## config.mk

```make
export PLATFORM = sky130hd
export DESIGN_NAME = adc_scan_averaging_sequencer_flat
export DESIGN_NICKNAME = d
export VERILOG_FILES = /design/src/adcs_pkg.sv /design/src/adcs_in_if.sv /design/src/adcs_out_if.sv /design/src/adc_scan_averaging_sequencer.sv /design/src/flat_wrapper.sv
export VERILOG_INCLUDE_DIRS = /design/src /design/src/src
export SDC_FILE = /design/constraint.sdc
export NUM_CORES = 1
export LEC_CHECK = 0
export BUFFER_PORTS_ARGS = -buffer_cell sky130_fd_sc_hd__buf_2
export CAP_MARGIN = 5
export CELL_PAD_IN_SITES_DETAIL_PLACEMENT = 1
export CELL_PAD_IN_SITES_GLOBAL_PLACEMENT = 2
export CORE_MARGIN = 2
export CORE_UTILIZATION = 45
export CTS_CLUSTER_DIAMETER = 40
export DETAILED_ROUTE_END_ITERATION = 6
export PLACE_DENSITY_LB_ADDON = 0.3
export RECOVER_POWER = 100
export SYNTH_ARGS = -nofsm -noshare
export SYNTH_HDL_FRONTEND = slang
export SYNTH_SLANG_ARGS = --single-unit
```

## constraint.sdc

```tcl
create_clock -name clk -period 5.1 [get_ports clk]
set_input_delay 0.51 -clock clk [delete_from_list [all_inputs] [get_ports clk]]
set_output_delay 0.51 -clock clk [all_outputs]
set_load 0.02 [all_outputs]
```

## src/adc_scan_averaging_sequencer_defines.svh

```systemverilog
// Assertion macros shared by the converter scan sequencer RTL.
// Depends on nothing; taken in by the files that carry concurrent checks.
`ifndef ADC_SCAN_AVERAGING_SEQUENCER_DEFINES_SVH
`define ADC_SCAN_AVERAGING_SEQUENCER_DEFINES_SVH

`ifndef SYNTHESIS
// Same-cycle implication, disabled while reset is held.
`define ADCS_ASSERT_IMPLY(label, clk, rst_n, lhs, rhs) \
  label: assert property (@(posedge clk) disable iff (!rst_n) (lhs) |-> (rhs)) \
    else $error("%m: implication check failed");
// Next-cycle implication, disabled while reset is held.
`define ADCS_ASSERT_NEXT(label, clk, rst_n, lhs, rhs) \
  label: assert property (@(posedge clk) disable iff (!rst_n) (lhs) |=> (rhs)) \
    else $error("%m: next-cycle check failed");
`else
`define ADCS_ASSERT_IMPLY(label, clk, rst_n, lhs, rhs)
`define ADCS_ASSERT_NEXT(label, clk, rst_n, lhs, rhs)
`endif

`endif

```

## src/adcs_pkg.sv

```systemverilog
// Widths, codes and defaults for the converter scan sequencer.
// Depends on nothing; used by the channel interfaces and the top level.
package adcs_pkg;

  localparam int unsigned OP_W        = 2;
  localparam int unsigned SAMPLE_W    = 10;
  localparam int unsigned CH_W        = 3;
  localparam int unsigned MASK_W      = 8;
  localparam int unsigned SUM_W       = 16;
  localparam int unsigned COUNT_W     = 7;
  localparam int unsigned RDATA_W     = 16;
  localparam int unsigned TABLE_DEPTH = 8;
  localparam int unsigned DIV_M_W     = SUM_W + 1;

  localparam int unsigned CFG_IDX_W  = 1;
  localparam int unsigned CFG_DATA_W = 8;

  localparam int unsigned DEF_SAMPLES_TO_AVERAGE = 16;
  localparam int unsigned DEF_CHANNELS           = 8;

  localparam logic [RDATA_W-1:0] NO_RESULT = 16'hFFFF;

  localparam logic [OP_W-1:0] OP_SAMPLE = 2'd0;
  localparam logic [OP_W-1:0] OP_START  = 2'd1;
  localparam logic [OP_W-1:0] OP_READ   = 2'd2;

  localparam logic [CFG_IDX_W-1:0] CFG_ENABLED_MASK = 1'd0;
  localparam logic [CFG_IDX_W-1:0] CFG_FREE_RUN     = 1'd1;

endpackage

```

## src/adcs_in_if.sv

```systemverilog
// Input channel: valid/ready handshake carrying one request item.
// Depends on adcs_pkg for the field widths.
interface adcs_in_if;
  logic                          valid;
  logic                          ready;
  logic [adcs_pkg::OP_W-1:0]     operation;
  logic [adcs_pkg::SAMPLE_W-1:0] sample_value;
  logic [adcs_pkg::CH_W-1:0]     read_channel;

  modport source (output valid, output operation, output sample_value,
                  output read_channel, input ready);
  modport sink   (input valid, input operation, input sample_value,
                  input read_channel, output ready);
endinterface

```

## src/adcs_out_if.sv

```systemverilog
// Result channel: valid/ready handshake carrying one result item.
// Depends on adcs_pkg for the field widths.
interface adcs_out_if;
  logic                          valid;
  logic                          ready;
  logic                          start_conversion;
  logic [adcs_pkg::CH_W-1:0]     conv_channel;
  logic                          avg_valid;
  logic [adcs_pkg::CH_W-1:0]     avg_channel;
  logic [adcs_pkg::SAMPLE_W-1:0] avg_value;
  logic [adcs_pkg::RDATA_W-1:0]  read_data;

  modport source (output valid, output start_conversion, output conv_channel,
                  output avg_valid, output avg_channel, output avg_value,
                  output read_data, input ready);
  modport sink   (input valid, input start_conversion, input conv_channel,
                  input avg_valid, input avg_channel, input avg_value,
                  input read_data, output ready);
endinterface

```

## src/adc_scan_averaging_sequencer.sv

```systemverilog
// Round-robin converter scan sequencer with per-channel averaging.
// Each accepted item's result is registered in the output register.
// Throughput: one item per cycle while the result is taken; the output register is refilled in the cycle it drains.
// The critical combinational path is the add, reciprocal multiply and eight-way channel search.
// Reset (synchronous, rst_n low): scan idle, channel 0, sums cleared, table reads 0xFFFF.
// Depends on adcs_pkg, adcs_in_if, adcs_out_if and the assertion macro header.
`include "adc_scan_averaging_sequencer_defines.svh"

module adc_scan_averaging_sequencer #(
  parameter int unsigned SAMPLES_TO_AVERAGE = adcs_pkg::DEF_SAMPLES_TO_AVERAGE,
  parameter int unsigned CHANNELS           = adcs_pkg::DEF_CHANNELS
) (
  input  logic                            clk,
  input  logic                            rst_n,
  adcs_in_if.sink                         in_if,
  adcs_out_if.source                      out_if,
  input  logic                            cfg_we,
  input  logic [adcs_pkg::CFG_IDX_W-1:0]  cfg_index,
  input  logic [adcs_pkg::CFG_DATA_W-1:0] cfg_wdata
);

  localparam int unsigned SUM_W   = adcs_pkg::SUM_W;
  localparam int unsigned DIV_M_W = adcs_pkg::DIV_M_W;
  localparam int unsigned PROD_W  = SUM_W + DIV_M_W;

  // Exact truncating divide of a 16-bit sum by the sample count: multiply by
  // ceil(2^(16+l)/N) with l = clog2(N), then shift right by 16+l.
  localparam int unsigned DIV_SH = SUM_W + $clog2(SAMPLES_TO_AVERAGE);
  localparam logic [DIV_M_W-1:0] DIV_M = DIV_M_W'(
    ((64'd1 << DIV_SH) + 64'(SAMPLES_TO_AVERAGE) - 64'd1) / 64'(SAMPLES_TO_AVERAGE));

  localparam logic [adcs_pkg::COUNT_W-1:0] COUNT_END =
    adcs_pkg::COUNT_W'(SAMPLES_TO_AVERAGE);

  // Only mask bits of implemented channels take part in the scan.
  localparam logic [adcs_pkg::MASK_W-1:0] CH_MASK =
    adcs_pkg::MASK_W'((16'd1 << CHANNELS) - 16'd1);
  localparam logic [adcs_pkg::CH_W:0] CH_COUNT = (adcs_pkg::CH_W + 1)'(CHANNELS);

  // Configuration registers
  logic [adcs_pkg::MASK_W-1:0] mask_r;
  logic                        free_run_r;

  // Scan state
  logic [adcs_pkg::CH_W-1:0]    cur_ch_r, cur_ch_nxt;
  logic                         busy_r, busy_nxt;
  logic [SUM_W-1:0]             sum_r, sum_nxt;
  logic [adcs_pkg::COUNT_W-1:0] cnt_r, cnt_nxt;

  // Result table: a valid bit per entry, invalid entries read as no result
  logic [adcs_pkg::TABLE_DEPTH-1:0] tbl_vld_r;
  logic [adcs_pkg::SAMPLE_W-1:0]    tbl_val_r [adcs_pkg::TABLE_DEPTH];
  logic                             tbl_we;

  // Output register
  logic                          out_valid_r;
  logic                          start_r, start_nxt;
  logic                          avg_vld_r, avg_vld_nxt;
  logic [adcs_pkg::CH_W-1:0]     avg_ch_r, avg_ch_nxt;
  logic [adcs_pkg::SAMPLE_W-1:0] avg_val_r, avg_val_nxt;
  logic [adcs_pkg::RDATA_W-1:0]  rdata_r, rdata_nxt;

  logic                          in_fire;
  logic [adcs_pkg::MASK_W-1:0]   live;
  logic                          live_any;
  logic [adcs_pkg::CH_W:0]       cand;
  logic [adcs_pkg::CH_W-1:0]     next_ch;
  logic [SUM_W-1:0]              acc_sum;
  logic [adcs_pkg::COUNT_W-1:0]  acc_cnt;
  logic [PROD_W-1:0]             prod;
  logic [adcs_pkg::SAMPLE_W-1:0] quot;

  // Take a new item whenever the output register is empty or draining.
  assign in_if.ready = !out_valid_r || out_if.ready;
  assign in_fire     = in_if.valid && in_if.ready;

  // Next enabled channel after the current one, wrapping; it may be the
  // current channel itself. Walk from the far end so the nearest one wins.
  assign live     = mask_r & CH_MASK;
  assign live_any = |live;

  always_comb begin
    next_ch = cur_ch_r;
    cand    = '0;
    for (int k = CHANNELS; k >= 1; k--) begin
      cand = {1'b0, cur_ch_r} + (adcs_pkg::CH_W + 1)'(k);
      if (cand >= CH_COUNT) begin
        cand = cand - CH_COUNT;
      end
      if (live[cand[adcs_pkg::CH_W-1:0]]) begin
        next_ch = cand[adcs_pkg::CH_W-1:0];
      end
    end
  end

  // Accumulate and divide; the quotient is used only when the count completes.
  assign acc_sum = sum_r + SUM_W'(in_if.sample_value);
  assign acc_cnt = cnt_r + adcs_pkg::COUNT_W'(1);
  assign prod    = PROD_W'(acc_sum) * PROD_W'(DIV_M);
  assign quot    = adcs_pkg::SAMPLE_W'(prod >> DIV_SH);

  // Work for one item, from the held state to the next state and result.
  always_comb begin
    cur_ch_nxt  = cur_ch_r;
    busy_nxt    = busy_r;
    sum_nxt     = sum_r;
    cnt_nxt     = cnt_r;
    tbl_we      = 1'b0;
    start_nxt   = 1'b0;
    avg_vld_nxt = 1'b0;
    avg_ch_nxt  = '0;
    avg_val_nxt = '0;
    rdata_nxt   = '0;
    case (in_if.operation)
      adcs_pkg::OP_SAMPLE: begin
        // Drop samples that arrive with no conversion outstanding.
        if (busy_r) begin
          if (acc_cnt == COUNT_END) begin
            avg_vld_nxt = 1'b1;
            avg_ch_nxt  = cur_ch_r;
            avg_val_nxt = quot;
            tbl_we      = 1'b1;
            sum_nxt     = '0;
            cnt_nxt     = '0;
            busy_nxt    = 1'b0;
            if (free_run_r && live_any) begin
              cur_ch_nxt = next_ch;
              busy_nxt   = 1'b1;
              start_nxt  = 1'b1;
            end
          end else begin
            // Convert the same channel again.
            sum_nxt   = acc_sum;
            cnt_nxt   = acc_cnt;
            start_nxt = 1'b1;
          end
        end
      end
      adcs_pkg::OP_START: begin
        if (!busy_r && live_any) begin
          cur_ch_nxt = next_ch;
          busy_nxt   = 1'b1;
          start_nxt  = 1'b1;
        end
      end
      adcs_pkg::OP_READ: begin
        rdata_nxt = tbl_vld_r[in_if.read_channel]
                  ? adcs_pkg::RDATA_W'(tbl_val_r[in_if.read_channel])
                  : adcs_pkg::NO_RESULT;
      end
      default: begin
      end
    endcase
  end

  // Control state, configuration and table valid bits.
  always_ff @(posedge clk) begin
    if (!rst_n) begin
      mask_r      <= '0;
      free_run_r  <= 1'b0;
      cur_ch_r    <= '0;
      busy_r      <= 1'b0;
      sum_r       <= '0;
      cnt_r       <= '0;
      tbl_vld_r   <= '0;
      out_valid_r <= 1'b0;
    end else begin
      if (cfg_we) begin
        case (cfg_index)
          adcs_pkg::CFG_ENABLED_MASK: mask_r     <= cfg_wdata;
          adcs_pkg::CFG_FREE_RUN:     free_run_r <= cfg_wdata[0];
          default: begin
          end
        endcase
      end
      if (in_fire) begin
        cur_ch_r <= cur_ch_nxt;
        busy_r   <= busy_nxt;
        sum_r    <= sum_nxt;
        cnt_r    <= cnt_nxt;
        if (tbl_we) begin
          tbl_vld_r[avg_ch_nxt] <= 1'b1;
        end
        out_valid_r <= 1'b1;
      end else if (out_if.ready) begin
        out_valid_r <= 1'b0;
      end
    end
  end

  // Payload: table entries and the output register hold without reset.
  always_ff @(posedge clk) begin
    if (in_fire) begin
      if (tbl_we) begin
        tbl_val_r[avg_ch_nxt] <= avg_val_nxt;
      end
      start_r   <= start_nxt;
      avg_vld_r <= avg_vld_nxt;
      avg_ch_r  <= avg_ch_nxt;
      avg_val_r <= avg_val_nxt;
      rdata_r   <= rdata_nxt;
    end
  end

  // State only moves with an accepted item, so the current channel after the
  // held item is the live channel register.
  assign out_if.valid            = out_valid_r;
  assign out_if.start_conversion = start_r;
  assign out_if.conv_channel     = cur_ch_r;
  assign out_if.avg_valid        = avg_vld_r;
  assign out_if.avg_channel      = avg_ch_r;
  assign out_if.avg_value        = avg_val_r;
  assign out_if.read_data        = rdata_r;

  // A reported launch leaves a conversion outstanding.
  `ADCS_ASSERT_IMPLY(start_busy_a, clk, rst_n, out_valid_r && start_r, busy_r)
  // A completed average without a free-run launch leaves the scan idle.
  `ADCS_ASSERT_IMPLY(avg_idle_a, clk, rst_n, out_valid_r && avg_vld_r && !start_r, !busy_r)
  // Idle scan holds a cleared accumulator.
  `ADCS_ASSERT_IMPLY(idle_clear_a, clk, rst_n, !busy_r, (sum_r == '0) && (cnt_r == '0))
  // A start request while busy leaves the channel alone.
  `ADCS_ASSERT_NEXT(start_ignored_a, clk, rst_n,
    in_fire && (in_if.operation == adcs_pkg::OP_START) && busy_r, $stable(cur_ch_r))

endmodule
```

## src/flat_wrapper.sv

```systemverilog
// flat-port wrapper written by rule: the top's interface ports become plain ports
module adc_scan_averaging_sequencer_flat 
#(
  parameter int unsigned SAMPLES_TO_AVERAGE = adcs_pkg::DEF_SAMPLES_TO_AVERAGE,
  parameter int unsigned CHANNELS           = adcs_pkg::DEF_CHANNELS
)
  (clk, rst_n, cfg_we, cfg_index, cfg_wdata, in_if_valid, in_if_operation, in_if_sample_value, in_if_read_channel, in_if_ready, out_if_valid, out_if_start_conversion, out_if_conv_channel, out_if_avg_valid, out_if_avg_channel, out_if_avg_value, out_if_read_data, out_if_ready);
  adcs_in_if in_if_i ();
  adcs_out_if out_if_i ();
  input  logic clk;
  input  logic rst_n;
  input  logic cfg_we;
  input  logic [adcs_pkg::CFG_IDX_W-1:0] cfg_index;
  input  logic [adcs_pkg::CFG_DATA_W-1:0] cfg_wdata;
  input wire logic [$bits(in_if_i.valid)-1:0] in_if_valid;
  input wire logic [$bits(in_if_i.operation)-1:0] in_if_operation;
  input wire logic [$bits(in_if_i.sample_value)-1:0] in_if_sample_value;
  input wire logic [$bits(in_if_i.read_channel)-1:0] in_if_read_channel;
  output wire logic [$bits(in_if_i.ready)-1:0] in_if_ready;
  output wire logic [$bits(out_if_i.valid)-1:0] out_if_valid;
  output wire logic [$bits(out_if_i.start_conversion)-1:0] out_if_start_conversion;
  output wire logic [$bits(out_if_i.conv_channel)-1:0] out_if_conv_channel;
  output wire logic [$bits(out_if_i.avg_valid)-1:0] out_if_avg_valid;
  output wire logic [$bits(out_if_i.avg_channel)-1:0] out_if_avg_channel;
  output wire logic [$bits(out_if_i.avg_value)-1:0] out_if_avg_value;
  output wire logic [$bits(out_if_i.read_data)-1:0] out_if_read_data;
  input wire logic [$bits(out_if_i.ready)-1:0] out_if_ready;
  assign in_if_i.valid = in_if_valid;
  assign in_if_i.operation = in_if_operation;
  assign in_if_i.sample_value = in_if_sample_value;
  assign in_if_i.read_channel = in_if_read_channel;
  assign in_if_ready = in_if_i.ready;
  assign out_if_valid = out_if_i.valid;
  assign out_if_start_conversion = out_if_i.start_conversion;
  assign out_if_conv_channel = out_if_i.conv_channel;
  assign out_if_avg_valid = out_if_i.avg_valid;
  assign out_if_avg_channel = out_if_i.avg_channel;
  assign out_if_avg_value = out_if_i.avg_value;
  assign out_if_read_data = out_if_i.read_data;
  assign out_if_i.ready = out_if_ready;
  adc_scan_averaging_sequencer #(.SAMPLES_TO_AVERAGE(SAMPLES_TO_AVERAGE), .CHANNELS(CHANNELS)) u_core (.clk(clk), .rst_n(rst_n), .in_if(in_if_i), .out_if(out_if_i), .cfg_we(cfg_we), .cfg_index(cfg_index), .cfg_wdata(cfg_wdata));
endmodule
```

==> results.md <==
- Status: finished, violations left
- Violated checks: max-capacitance violations, max-slew violations
- CP startpoint: u_core.out_if.valid
- Mapped Area: 6858 um2
- Syn. warnings: 0
- Die width: 127.5 um
- Pre-CTS WS: 1.531 ns
- Area Growth Syn to Fin: 14.56%
- Final Setup Violations: 0
- Max Cap Viol: 2
- Largest net degree at the start of global routing: 36
- Setup bufs post-CTS: 0
- Pins Over Slew Limit: 51
- Layout cells sized above 1: 0.1540
- Via density: 5.809
- DR vias: 4525
- DR iter-0 viols: 268
- WL per Instance: 20.84 um
- Routed length on met2: 8.016 mm
- Max Fclk: 271.9 MHz
- Slew @ Worst Pin: 1.848 ns
- Non-filler instance count after layout: 779
- Sequential area share after synthesis: 0.5897
- Rel. slew slack: -0.2318
- Vias in the first global route: 4806
- Initial antenna violation count: 0
- CTS Hold Buffers Added: 0
- CORE AREA: 15030 um2
- Clock Path Buffers: 2
- Asr flop ratio synth: 0
- Initial core utilization: 0.4562
- H-tree level count: 4
- Chip Height: 127.5 um
- Fin crit share: 0.7211
- Max Fanout on Critical Path: 27
- Resized Gates After CTS: 0
- Global placer's final weighted congestion: 0.7869
- # DRC: 0
- Dpl cells: 747
- First-pass GRT wire length: 26.05 mm
- Inserted Diodes: 0
- Worst vdd ir: 276.0 uV
- Gr usage total: 0.2128
- Flops & latches, synth: 149
- Clk_lat worst skew: 0.43 ns
- ANT nets after route: 0
- Wire length on met3: 485 um
- Uppermost layer routed: met4
- PnR Total Power: 2.824 mW
- WP data required: 5.14 ns
- Reg clk slew, reported paths: 0.06 ns
- CP Capture Type: register
- IO Pins: 65
- Nets: 622
- Worst Setup Start Kind: register
- GR Overflow Total: 0
- # fillers: 1518
- TritonCTS Buffers: 17
- I/O Buffers: 64
- Critical setup path kind: reg -> reg
- Setup WS post-layout: 1.422 ns
- Routed met1 length: 7.295 mm
- Clock sinks: 149
- Predominant post-synthesis flop cell: edfxtp_1
- Unrepaired setup endpoints after global routing: no
- Placed inst area: 7293 um2
- Post-route cell area: 7856 um2
- CTS tree: yes
- First drt pass iteration count: 4
- PwrDens: 359.5 nW/um2
- Syn Nets: 564
- Hold Fails Final Rpt: 0
- Tmin final: 3.678 ns
- Die ar.: 16240 um2
- Leakage: 2.961 nW
- Final core utilization: 0.5226
- Dpl hpwl: 10.95 mm
- Critical Path AT: 3.72 ns
- Final WL: 16.24 mm
- RR Startpoint: u_core.out_if.valid
- Row Count: 45
- Root buf cell: clkbuf_16
- WHS: 0.3189 ns
- Synthesized area per cell: 13.19 um2
- Clock skew: 0.008707 ns
- Yosys cell types: 57
- TNS Setup: 0 ns
- Syn Inst Count: 520
- Post-synth EDFFs: 106
- Hold path start: cfg_wdata[5]
- Hold Path Class: in -> reg
==> worst max-delay path, cell delays in order, from the launching register on <==
cell,delay [ns]
dfxtp_1,0.31
nor2b_1,0.18
nor2_2,0.09
clkbuf_1,1.29
nand3_1,0.43
nor2_1,0.98
==> layer usage <==
metal	up-vias	GRT usage
li1	2081	-
met1	2307	0.2703
met2	103	0.3551
met3	34	0.04188
met4	0	0.09502
met5	-	0
==> layout make-up <==
type | count | area [um2] | area share
inverters | 14 | 52.55 | 0.006689
multi-input cells | 331 | 2619 | 0.3333
flip-flops and latches | 149 | 4044 | 0.5147
well taps | 188 | 235.2 | 0.02994
clock inverters | 9 | 151.4 | 0.01927
repair buffers | 65 | 276.5 | 0.03520
clock buffers | 23 | 478.0 | 0.06084
==> cells in the mapped netlist (5+ instances only) <==
library cell	n	area share
a21oi_1	27	0.020
o21ai_0	22	0.016
nand3_1	14	0.010
clkbuf_1	12	0.0066
nor3_1	5	0.0036
o21a_1	13	0.014
edfxtp_1	106	0.46
nor2b_1	5	0.0046
xor2_1	11	0.014
buf_4	5	0.0055
buf_2	5	0.0036
nand2_1	30	0.016
nor2_1	62	0.034
or3_1	7	0.0064
mux2i_1	23	0.034
ha_1	14	0.026
xnor2_1	6	0.0077
dfxtp_1	43	0.13
a21o_1	5	0.0055
mux4_2	30	0.099
inv_1	12	0.0066
==> registers in the layout (all words and copies together) (netlist names), 3 cells and up <==
name	cells
u_core.cnt_r	7
u_core.live	8
u_core.out_if.avg_channel	3
u_core.out_if.avg_value	10
u_core.out_if.conv_channel	3
u_core.out_if.read_data	11
u_core.sum_r	14
u_core.tbl_val_r	80
u_core.tbl_vld_r	8
==> logic make-up (layout without fill, tap and decap cells) <==
kind of cell | after synthesis | after routing | synth area share
xor gates and xnor gates | 17 | 17 | 0.02171
buffers and inverters | 40 | 111 | 0.02664
AOI/OAI and AO/OA | 96 | 96 | 0.09323
adders and majority gates | 15 | 15 | 0.02846
DFF | 149 | 149 | 0.5897
and+or+nand+nor | 146 | 146 | 0.09797
muxes | 57 | 57 | 0.1423
==> layout by cell type, fill, tap and decap left out, drive strengths merged, types with 6 or more instances in the layout <==
| cell type | Yosys | layout |
|---|---|---|
| inv | 13 | 13 |
| o21a | 13 | 13 |
| edfxtp | 106 | 106 |
| clkinv | 1 | 6 |
| ha | 14 | 14 |
| nand2 | 30 | 30 |
| clkbuf | 12 | 62 |
| mux4 | 31 | 31 |
| xnor2 | 6 | 6 |
| a21oi | 27 | 27 |
| or3 | 7 | 7 |
| nand3 | 14 | 14 |
| o21ai | 22 | 22 |
| dfxtp | 43 | 43 |
| xor2 | 11 | 11 |
| mux2i | 24 | 24 |
| buf | 14 | 26 |
| nor2 | 62 | 62 |
==> power by group <==
group	switching [mW]	internal, mW	total (mW)
clock network	0.479	0.856	1.34
registers	0.0148	1.30	1.32
logic	0.108	0.0632	0.171
total	0.602	2.22	2.82
==> path summary, 6_finish.rpt <==
kind | cells past startpoint | endpoint | slack (ns)
worst max-delay path | 5 | u_core.tbl_val_r[5][0] | 1.42
worst min-delay path | 3 | u_core.live[5] | 0.32
worst max register to register | 5 | u_core.tbl_val_r[5][0] | 1.42
worst min register to register | 2 | u_core.sum_r[0] | 0.46
Power figures use the tool's default switching activity.
